<file path="src/design/dgb_pkg.sv">
// ----------------------------------------------------------------------------
// dgb_pkg
// shared types, constants and tables for the delay gradient backoff unit
// ----------------------------------------------------------------------------
package dgb_pkg;

	localparam int WINDOW = 8;
	localparam int SLOT_W = $clog2(WINDOW);
	localparam int RTT_W = 20;
	localparam int GRAD_W = 21;
	localparam int SUM_W = 25;
	localparam int OUT_GRAD_W = 25;
	localparam int CFG_W = 16;
	localparam int IDX_W = 2;
	localparam int IN_W = 96;
	localparam int OUT_W = 64;

	localparam logic [1:0] KIND_SAMPLE = 2'd0;
	localparam logic [1:0] KIND_ROUND = 2'd1;
	localparam logic [1:0] KIND_RESTART = 2'd2;
	localparam logic [1:0] KIND_UNUSED = 2'd3;

	localparam logic [1:0] REG_BETA = 2'd0;
	localparam logic [1:0] REG_FACTOR = 2'd1;
	localparam logic [1:0] REG_LIMIT = 2'd2;
	localparam logic [1:0] REG_PERIOD = 2'd3;

	localparam logic [1:0] Q_UNKNOWN = 2'd0;
	localparam logic [1:0] Q_NONFULL = 2'd1;
	localparam logic [1:0] Q_FULL = 2'd2;

	localparam logic [31:0] EXP_STEP = 32'(32'hFFFF_FFFF / 1000000);

	typedef enum logic [2:0] {
		ST_IDLE,
		ST_GRAD,
		ST_PICK,
		ST_INIT,
		ST_EXP,
		ST_DECIDE,
		ST_THRESH,
		ST_OUT
	} state_t;

	typedef struct packed {
		logic load;
		logic sample;
		logic restart;
		logic grad;
		logic pick;
		logic exp_init;
		logic exp_step;
		logic decide;
		logic thresh;
		logic out_valid;
	} cmd_t;

	typedef struct packed {
		logic round_kind;
		logic nonempty;
		logic exp_done;
	} status_t;

	function automatic logic [16:0] exp_coef(input logic [4:0] k);
		logic [16:0] v;
		case (k)
			5'd1: v = 17'd65519;
			5'd2: v = 17'd65502;
			5'd3: v = 17'd65469;
			5'd4: v = 17'd65402;
			5'd5: v = 17'd65268;
			5'd6: v = 17'd65002;
			5'd7: v = 17'd64471;
			5'd8: v = 17'd63423;
			5'd9: v = 17'd61379;
			5'd10: v = 17'd57485;
			5'd11: v = 17'd50424;
			5'd12: v = 17'd38796;
			5'd13: v = 17'd22966;
			5'd14: v = 17'd8048;
			5'd15: v = 17'd988;
			5'd16: v = 17'd15;
			default: v = 17'd65536;
		endcase
		return v;
	endfunction

endpackage

</file>
<file path="src/design/delay_gradient_backoff_unit.sv">
// ----------------------------------------------------------------------------
// delay_gradient_backoff_unit
// delay-gradient backoff decision for a congestion controller
// ----------------------------------------------------------------------------
// s_axis carries one item per rtt sample, round end or restart, with the kind
// on s_axis_tuser. samples and restarts produce nothing; a round end
// produces one m_axis item with the chosen gradient, the backoff flag, the
// new threshold and the queue state.
// every item runs the gradient state; a round end with samples then runs pick,
// exp init, exponential, decide and threshold, and every round end ends in
// output. the exponential applies one table factor per cycle through a single
// 32x17 multiplier for up to sixteen steps, stopping early once no exponent
// bits are left or the argument is too large. one item is in work at a time;
// the result sits in an output register and the next item is taken while it
// waits, but a further round end waits until it is taken. reset zeroes all
// round history and configuration registers. the user must write configuration
// through cfg_we/cfg_index/cfg_data only while idle; the block does not check.
// ----------------------------------------------------------------------------
module delay_gradient_backoff_unit import dgb_pkg::*; (
	input  logic                clk,
	input  logic                arst_n,
	input  logic                s_axis_tvalid,
	output logic                s_axis_tready,
	// rtt_ms, segments_acked, cwnd, in_avoidance, random_word, pad
	input  logic [IN_W-1:0]     s_axis_tdata,
	// kind
	input  logic [1:0]          s_axis_tuser,
	output logic                m_axis_tvalid,
	input  logic                m_axis_tready,
	// gradient, back_off, new_threshold, queue_state, pad
	output logic [OUT_W-1:0]    m_axis_tdata,
	input  logic                cfg_we,
	input  logic [IDX_W-1:0]    cfg_index,
	input  logic [CFG_W-1:0]    cfg_data
);

	cmd_t cmd;
	status_t status;
	logic in_ready, fire, out_free, vld_q;
	logic [10:0] beta_q;
	logic [15:0] factor_q;
	logic [7:0] limit_q, period_q;
	logic signed [OUT_GRAD_W-1:0] gradient;
	logic back_off;
	logic [31:0] new_threshold;
	logic [1:0] queue_state;

	assign out_free = !vld_q || m_axis_tready;
	assign s_axis_tready = in_ready;
	assign fire = s_axis_tvalid && in_ready;
	assign m_axis_tvalid = vld_q;
	assign m_axis_tdata = {4'b0, queue_state, new_threshold, back_off, gradient};

	always_ff @(posedge clk or negedge arst_n) begin
		if (!arst_n) begin
			vld_q <= 1'b0;
			beta_q <= '0; factor_q <= '0; limit_q <= '0; period_q <= '0;
		end else begin
			if (cmd.out_valid) vld_q <= 1'b1;
			else if (m_axis_tready) vld_q <= 1'b0;
			if (cfg_we) begin
				unique case (cfg_index)
					REG_BETA: beta_q <= cfg_data[10:0];
					REG_FACTOR: factor_q <= cfg_data;
					REG_LIMIT: limit_q <= cfg_data[7:0];
					REG_PERIOD: period_q <= cfg_data[7:0];
					default: ;
				endcase
			end
		end
	end

	dgb_ctrl u_ctrl (
		.clk(clk), .arst_n(arst_n), .in_fire(fire), .out_free(out_free),
		.status(status), .in_ready(in_ready), .cmd(cmd)
	);

	dgb_datapath u_dp (
		.clk(clk), .arst_n(arst_n), .cmd(cmd), .in_kind(s_axis_tuser),
		.in_data(s_axis_tdata),
		.beta_scaled(beta_q), .gradient_factor(factor_q),
		.ineffective_limit(limit_q), .ineffective_period(period_q),
		.status(status), .gradient(gradient), .back_off(back_off),
		.new_threshold(new_threshold), .queue_state(queue_state)
	);

endmodule

</file>
<file path="src/design/dgb_ctrl.sv">
// ----------------------------------------------------------------------------
// dgb_ctrl
// sequencer for sample, restart and round-end items
// ----------------------------------------------------------------------------
module dgb_ctrl import dgb_pkg::*; (
	input  logic    clk,
	input  logic    arst_n,
	input  logic    in_fire,
	input  logic    out_free,
	input  status_t status,
	output logic    in_ready,
	output cmd_t    cmd
);

	state_t state_q, state_d;

	always_ff @(posedge clk or negedge arst_n) begin
		if (!arst_n) state_q <= ST_IDLE;
		else state_q <= state_d;
	end

	always_comb begin
		state_d = state_q;
		unique case (state_q)
			ST_IDLE: if (in_fire) state_d = ST_GRAD;
			ST_GRAD: begin
				if (!status.round_kind) state_d = ST_IDLE;
				else if (!status.nonempty) state_d = ST_OUT;
				else state_d = ST_PICK;
			end
			ST_PICK: state_d = ST_INIT;
			ST_INIT: state_d = ST_EXP;
			ST_EXP: if (status.exp_done) state_d = ST_DECIDE;
			ST_DECIDE: state_d = ST_THRESH;
			ST_THRESH: state_d = ST_OUT;
			ST_OUT: if (out_free) state_d = ST_IDLE;
			default: state_d = ST_IDLE;
		endcase
	end

	always_comb begin
		cmd = '0;
		in_ready = 1'b0;
		unique case (state_q)
			ST_IDLE: begin
				in_ready = 1'b1;
				cmd.load = in_fire;
			end
			ST_GRAD: begin
				cmd.sample = 1'b1;
				cmd.restart = 1'b1;
				cmd.grad = 1'b1;
			end
			ST_PICK: cmd.pick = 1'b1;
			ST_INIT: cmd.exp_init = 1'b1;
			ST_EXP: cmd.exp_step = 1'b1;
			ST_DECIDE: cmd.decide = 1'b1;
			ST_THRESH: cmd.thresh = 1'b1;
			ST_OUT: cmd.out_valid = out_free;
			default: ;
		endcase
	end

endmodule

</file>
<file path="src/design/dgb_datapath.sv">
// ----------------------------------------------------------------------------
// dgb_datapath
// round min/max, gradient ring, smoothing, exponential and backoff decision
// ----------------------------------------------------------------------------
module dgb_datapath import dgb_pkg::*; (
	input  logic                         clk,
	input  logic                         arst_n,
	input  cmd_t                         cmd,
	input  logic [1:0]                   in_kind,
	input  logic [IN_W-1:0]              in_data,
	input  logic [10:0]                  beta_scaled,
	input  logic [15:0]                  gradient_factor,
	input  logic [7:0]                   ineffective_limit,
	input  logic [7:0]                   ineffective_period,
	output status_t                      status,
	output logic signed [OUT_GRAD_W-1:0] gradient,
	output logic                         back_off,
	output logic [31:0]                  new_threshold,
	output logic [1:0]                   queue_state
);

	logic [1:0] kind_q;
	logic [RTT_W-1:0] rtt_q;
	logic [7:0] acked_q;
	logic [31:0] cwnd_q, rnd_q;
	logic avoid_q;

	logic [RTT_W-1:0] round_min_q, round_max_q, prior_min_q, prior_max_q;
	logic signed [GRAD_W-1:0] min_ring_q [WINDOW];
	logic signed [GRAD_W-1:0] max_ring_q [WINDOW];
	logic signed [SUM_W-1:0] min_sum_q, max_sum_q;
	logic [SLOT_W-1:0] slot_q;
	logic [8:0] bcount_q;
	logic [2:0] dack_q;
	logic [1:0] class_q;

	logic signed [GRAD_W-1:0] gmin_q, gmax_q;
	logic have_prior_q;
	logic signed [OUT_GRAD_W-1:0] grad_q;
	logic back_q;
	logic [31:0] thresh_q;
	logic [31:0] acc_q;
	logic [15:0] hi_q;
	logic [4:0] k_q;
	logic big_q;
	logic [42:0] tprod_q;

	logic signed [GRAD_W-1:0] gmin_c, gmax_c;
	logic signed [SUM_W-1:0] nmin_sum, nmax_sum;
	logic signed [SUM_W-1:0] tmin, tmax;
	logic signed [SUM_W-1:0] smin_c, smax_c;
	logic [40:0] gx;
	logic [48:0] mul_c;
	logic [8:0] binc;

	assign gmin_c = GRAD_W'($signed({1'b0, round_min_q})) - GRAD_W'($signed({1'b0, prior_min_q}));
	assign gmax_c = GRAD_W'($signed({1'b0, round_max_q})) - GRAD_W'($signed({1'b0, prior_max_q}));
	assign nmin_sum = min_sum_q + SUM_W'(gmin_c) - SUM_W'(min_ring_q[slot_q]);
	assign nmax_sum = max_sum_q + SUM_W'(gmax_c) - SUM_W'(max_ring_q[slot_q]);
	assign tmin = (min_sum_q < 0) ? min_sum_q + SUM_W'(WINDOW - 1) : min_sum_q;
	assign tmax = (max_sum_q < 0) ? max_sum_q + SUM_W'(WINDOW - 1) : max_sum_q;
	assign smin_c = tmin >>> SLOT_W;
	assign smax_c = tmax >>> SLOT_W;
	assign gx = 41'(grad_q[23:0]) * 41'(gradient_factor);
	assign mul_c = 49'(acc_q) * 49'(exp_coef(k_q));
	assign binc = (bcount_q < 9'd511) ? bcount_q + 9'd1 : bcount_q;

	assign status.round_kind = (kind_q == KIND_ROUND);
	assign status.nonempty = (round_min_q != '0) || (round_max_q != '0);
	assign status.exp_done = big_q || hi_q == '0 || k_q == 5'd17;

	always_ff @(posedge clk) begin
		if (cmd.load) begin
			kind_q <= in_kind;
			rtt_q <= in_data[19:0];
			acked_q <= in_data[27:20];
			cwnd_q <= in_data[59:28];
			avoid_q <= in_data[60];
			rnd_q <= in_data[92:61];
		end
		if (cmd.grad) begin
			gmin_q <= gmin_c;
			gmax_q <= gmax_c;
			have_prior_q <= (prior_min_q != '0) || (prior_max_q != '0);
		end
		if (cmd.exp_init) begin
			big_q <= gx[40:24] != '0;
			hi_q <= gx[23:8];
			k_q <= 5'd1;
			acc_q <= 32'hFFFF_FFFF - 32'(gx[7:0]) * EXP_STEP;
		end else if (cmd.exp_step && !status.exp_done) begin
			if (hi_q[0]) acc_q <= mul_c[47:16];
			hi_q <= hi_q >> 1;
			k_q <= k_q + 5'd1;
		end
		if (cmd.decide) tprod_q <= 43'(cwnd_q) * 43'(beta_scaled);
	end

	always_ff @(posedge clk or negedge arst_n) begin
		if (!arst_n) begin
			round_min_q <= '0; round_max_q <= '0;
			prior_min_q <= '0; prior_max_q <= '0;
			for (int i = 0; i < WINDOW; i++) begin
				min_ring_q[i] <= '0; max_ring_q[i] <= '0;
			end
			min_sum_q <= '0; max_sum_q <= '0; slot_q <= '0;
			bcount_q <= '0; dack_q <= '0; class_q <= Q_UNKNOWN;
			grad_q <= '0; back_q <= 1'b0; thresh_q <= '0;
			gradient <= '0; back_off <= 1'b0; new_threshold <= '0; queue_state <= Q_UNKNOWN;
		end else begin
			if (cmd.sample && kind_q == KIND_SAMPLE && rtt_q != '0) begin
				if (round_min_q == '0 || rtt_q < round_min_q) round_min_q <= rtt_q;
				if (acked_q == 8'd1 && dack_q != '0) begin
					dack_q <= dack_q - 3'd1;
				end else begin
					if (acked_q > 8'd1 && dack_q < 3'd5) dack_q <= dack_q + 3'd1;
					if (rtt_q > round_max_q) round_max_q <= rtt_q;
				end
			end
			if (cmd.restart && kind_q == KIND_RESTART) begin
				round_min_q <= '0; round_max_q <= '0;
				prior_min_q <= '0; prior_max_q <= '0;
				for (int i = 0; i < WINDOW; i++) begin
					min_ring_q[i] <= '0; max_ring_q[i] <= '0;
				end
				min_sum_q <= '0; max_sum_q <= '0; slot_q <= '0;
				bcount_q <= '0; dack_q <= '0; class_q <= Q_UNKNOWN;
			end
			if (cmd.grad && status.round_kind) begin
				grad_q <= '0;
				back_q <= 1'b0;
				thresh_q <= '0;
				if (status.nonempty) begin
					if ((prior_min_q != '0) || (prior_max_q != '0)) begin
						min_sum_q <= nmin_sum;
						max_sum_q <= nmax_sum;
						min_ring_q[slot_q] <= gmin_c;
						max_ring_q[slot_q] <= gmax_c;
						slot_q <= (32'(slot_q) + 1 >= WINDOW) ? '0 : slot_q + 1'b1;
					end
					prior_min_q <= round_min_q;
					prior_max_q <= round_max_q;
					round_min_q <= '0;
					round_max_q <= '0;
				end
			end
			if (cmd.pick && have_prior_q) begin
				if (avoid_q) grad_q <= (smin_c > 0) ? smin_c : smax_c;
				else if (gmin_q > 0) grad_q <= SUM_W'(gmin_q);
				else if (smin_c >= 0) grad_q <= smin_c;
				else grad_q <= (gmax_q > 0) ? SUM_W'(gmax_q) : smax_c;
				if (smin_c > 0 && smax_c <= 0) class_q <= Q_FULL;
				else if ((smin_c > 0 && smax_c > 0) || smax_c < 0) class_q <= Q_NONFULL;
				if (smin_c < 0 || smax_c < 0) bcount_q <= '0;
			end
			if (cmd.decide && grad_q > 0 && rnd_q > (big_q ? 32'd0 : acc_q)) begin
				if (ineffective_limit != '0 && binc > {1'b0, ineffective_limit}) begin
					bcount_q <= (binc >= {1'b0, ineffective_limit} + {1'b0, ineffective_period})
						? '0 : binc;
				end else begin
					bcount_q <= binc;
					back_q <= 1'b1;
				end
			end
			if (cmd.thresh && back_q) begin
				thresh_q <= (tprod_q[42:10] > 33'hFFFF_FFFF) ? 32'hFFFF_FFFF :
					(tprod_q[42:10] < 33'd2) ? 32'd2 : tprod_q[41:10];
			end
			if (cmd.out_valid) begin
				gradient <= grad_q;
				back_off <= back_q;
				new_threshold <= thresh_q;
				queue_state <= class_q;
			end
		end
	end

endmodule

</file>
<file path="config.mk">
export PLATFORM = sky130hd
export DESIGN_NAME = delay_gradient_backoff_unit
export DESIGN_NICKNAME = d
export VERILOG_FILES = /design/src/design/dgb_pkg.sv /design/src/design/delay_gradient_backoff_unit.sv /design/src/design/dgb_ctrl.sv /design/src/design/dgb_datapath.sv
export SDC_FILE = /design/constraint.sdc
export NUM_CORES = 2
export LEC_CHECK = 0
export ABC_AREA = 1
export BUFFER_PORTS_ARGS = -buffer_cell sky130_fd_sc_hd__buf_2
export CAP_MARGIN = 10
export CORE_MARGIN = 2
export CORE_UTILIZATION = 66
export CTS_CLUSTER_DIAMETER = 80
export DETAILED_ROUTE_END_ITERATION = 8
export GPL_ROUTABILITY_DRIVEN = 0
export HOLD_SLACK_MARGIN = 0.08
export PLACE_DENSITY = 0.86
export RECOVER_POWER = 25
export SYNTH_ARGS = -nofsm -noshare
export SYNTH_HDL_FRONTEND = slang
export SYNTH_SLANG_ARGS = --single-unit
</file>
<file path="constraint.sdc">
create_clock -name clk -period 11.2 [get_ports clk]
set_input_delay 1.12 -clock clk [delete_from_list [all_inputs] [get_ports clk]]
set_output_delay 1.12 -clock clk [all_outputs]
set_load 0.02 [all_outputs]
</file>
==> results.cfg <==
[synth]
avgSynthCellArea_um2 = 8.253
syn-instance-count = 10620
ys_seq_elements = 884
synth_ff_type = dfrtp_1
seq_area_frac_synth_pct = 26.36
ys_types = 69
async_flop_share_pct = 72.62
synth_edf_count = 220
syn-cell-area_um2 = 87680
ys_warn_count = 0

[run_status]
violations = max-capacitance violations, max-slew violations
status = finished with violations

[worst_setup_path]
timing.rr.start = factor_q[1]
reg2reg_slack_ns = 2.44
crit_fanout = 23
cpMostUsedCell = inv_1
critPathCaptureType = flop
required_ns = 11.66
worst-setup-path-type = flop to flop
cp_slowest_cell = dfrtp_1
arrival_ns = 9.23
worstReg2RegEnd = u_dp.acc_q[15]
worstRegToRegCells = 33
start_kind = flop
cpPeakStageDelay_ns = 0.94

[global_route]
grt_pass1_vias = 78320
antenna_found_initial = 4
grt-ovfl-total = 0
grt_max_degree = 228
grt_pass1_wl_um = 400700
grtUsageTotal_pct = 37.03

[clocking]
cts_tree = done
clock_path_buffers = 3
cts_htree_levels = 3
clkTransAtPathRegs_ns = 0.07
clk_latency_ns = 0.77
cts_made_buffers = 96
clockRootBuffer = clkbuf_16
cts_setup_buffers = 0
cts_sinks = 884
cts_resized = 0
hold_buffers = 0

[sta]
fin_crit_sh_pct = 78.25
rsz0062_at_grt = no
worst_clock_skew_ns = 0.08065
setup_viol = 0
drv_slew = 340
max_freq_ghz = 0.1141
fin_tns_setup_ns = 0
tightest_slew_ns = 6.823
finalHoldViolCount = 0
fin_crit_ns = 8.764
worst_slew_margin_rel_pct = -354.8

[die]
top_level_ports = 187
start_util_pct = 66.61
core.rowCount = 133
core_area_um2 = 131600
chipHeight_um = 368.5
die_w_um = 368.5
die_area_um2 = 135800

[routing]
routedWlPerCell_um = 20.42
firstDrtPassIters = 7
post-route-drc-count = 0
drt-total-wl_um = 251300
detail-route-antenna-nets = 0
initialDrtViolationCount = 9213
vias = 75770
avgViaCountPerCell = 6.157

[finish]
drive_gt1_share_pct = 4.759
area_delta_synth_final_pct = 5.859
fin_nets = 12220
final_core_util_pct = 70.51

[min_path]
holdPathEnd = u_dp.gradient[11]
whs_path_depth = 2
hp-class = flop to flop
hp-start = u_dp.gradient[11]

[run]
maxCapViolations = 6

[place]
io_buffer_count = 179
dp_hpwl_um = 178800
==> cells in the mapped netlist (all sizes together), types with 3 or more instances <==
master,instances,area [um^2]
nand4,118,738.2
a211oi,53,402.9
a21boi,13,97.60
o22ai,49,306.5
and3,6,37.54
a22o,33,289.0
o2111ai,3,26.28
inv,2076,7795
xor2,99,889.6
nor4,43,284.0
a21oi,401,2011
clkbuf,391,1469
fa,1080,21620
o21bai,26,195.2
a221oi,38,332.8
ha,554,6932
edfxtp,220,6606
nor3b,7,52.55
nand3b,16,120.1
a31oi,33,206.5
o31ai,34,255.2
xnor2,69,604.3
dfxtp,22,440.4
o21ai,719,3602
o21a,30,225.2
or2,19,118.9
nor3,68,361.6
buf,120,619.4
a31o,3,26.28
nand3,559,2813
o221ai,3,26.28
nand2,2507,9438
mux2,10,112.6
dfrtp,642,16070
nor2,457,1788
o211ai,22,165.2
a21o,21,157.7
a22oi,45,337.8
==> area by class of cell <==
type | instances | area, um^2
repair buffers | 251 | 1604
flip-flops and latches | 884 | 23130
diodes | 1 | 2.502
well taps | 1755 | 2196
fillers | 9400 | 38810
inverters | 2078 | 7810
multi-input cells | 7154 | 54760
clock inverters | 48 | 584.3
clock buffers | 134 | 2729
==> cell families after synthesis <==
family / count (synthesis) / share of synthesized area, %
compound gates: 1534 / 9.963
simple gates: 3804 / 18.00
fa+ha+maj: 1634 / 32.56
other cells: 1 / 0.004277
flops: 884 / 26.36
buf+inv: 2589 / 11.28
mux: 10 / 0.1284
xor+xnor: 168 / 1.704
==> worst max-delay path, delay by kind of cell, from the launching register on <==
kind | cells | cell delay, ns
adder cells (fa/ha/maj) | 12 | 4.52
AO/OA/AOI/OAI | 8 | 1.52
flip-flops | 1 | 0.94
XOR/XNOR | 1 | 0.59
AND/OR/NAND/NOR | 4 | 0.55
buffers and inverters | 8 | 0.35
==> how the worst max path moves through the flow <==
| stage | slack (ns) | from | cells after the start | endpoint |
|---|---|---|---|---|
| 2_1_floorplan | 3.70 | u_dp.grad_q[4] | 38 | u_dp.acc_q[14] |
| 3_3_place_gp | 2.66 | factor_q[1] | 33 | u_dp.acc_q[15] |
| 3_5_place_dp | 2.57 | factor_q[1] | 33 | u_dp.acc_q[15] |
| 4_1_cts | 2.55 | factor_q[1] | 33 | u_dp.acc_q[15] |
| 5_1_grt | 1.94 | factor_q[1] | 36 | u_dp.acc_q[14] |
| 6_report | 2.44 | factor_q[1] | 33 | u_dp.acc_q[15] |
==> cell usage in the layout, fill, tap and decap left out, types with 34 or more instances in the layout <==
cell / instances
a211oi_1: 52
a21oi_1: 400
a221oi_1: 38
a22oi_1: 45
buf_2: 173
buf_4: 55
clkbuf_1: 35
clkbuf_16: 99
dfrtp_1: 642
edfxtp_1: 220
fa_1: 1080
ha_1: 554
inv_1: 2064
nand2_1: 2498
nand3_1: 556
nand4_1: 118
nor2_1: 442
nor3_1: 56
nor4_1: 42
o21ai_0: 671
o21ai_1: 47
o22ai_1: 49
o31ai_1: 34
xnor2_1: 68
xor2_1: 96
==> registers in the layout, summed over array words and instances (netlist names), 9 cells and up, named ones only <==
name                cells
u_dp.prior_max_q       20
beta_q                 11
u_dp.cwnd_q            32
u_dp.min_sum_q         25
u_dp.round_max_q       20
u_dp.gmax_q            21
u_dp.max_ring_q       168
u_dp.grad_q            22
u_dp.rtt_q             20
u_dp.rnd_q             32
u_dp.tprod_q           33
u_dp.min_ring_q       168
u_dp.acc_q             32
u_dp.prior_min_q       20
u_dp.max_sum_q         25
u_dp.thresh_q          32
u_dp.hi_q              16
u_dp.gradient          22
u_dp.gmin_q            21
u_dp.bcount_q           9
u_dp.round_min_q       20
factor_q               16
u_dp.new_threshold     32
==> per-layer routing <==
layer / track usage [%] / up-vias / routed length, um
met3: 8.681 / 1377 / 29430
met4: 22.86 / 4 / 18770
met1: 45.55 / 36330 / 87720
li1: - / 32920 / -
met2: 59.42 / 5136 / 115400
met5: 0 / - / 28
==> per-stage QoR <==
stage | hold WS (ns) | std cells | area, um^2 | setup slack (ns)
floorplan | 0.4542 | 10630 | 87690 | 3.701
global placement | 0.4675 | 12110 | 89330 | 2.662
detailed placement | 0.4685 | 12110 | 89330 | 2.568
CTS | 0.4837 | 12300 | 92640 | 2.550
global route | 0.5038 | 12300 | 92820 | 1.942
finish | 0.4797 | 12310 | 92820 | 2.436
Power is left out: the tool's default activity adds up to more than one toggle a clock period on the data nets, which glitch-free logic cannot reach.
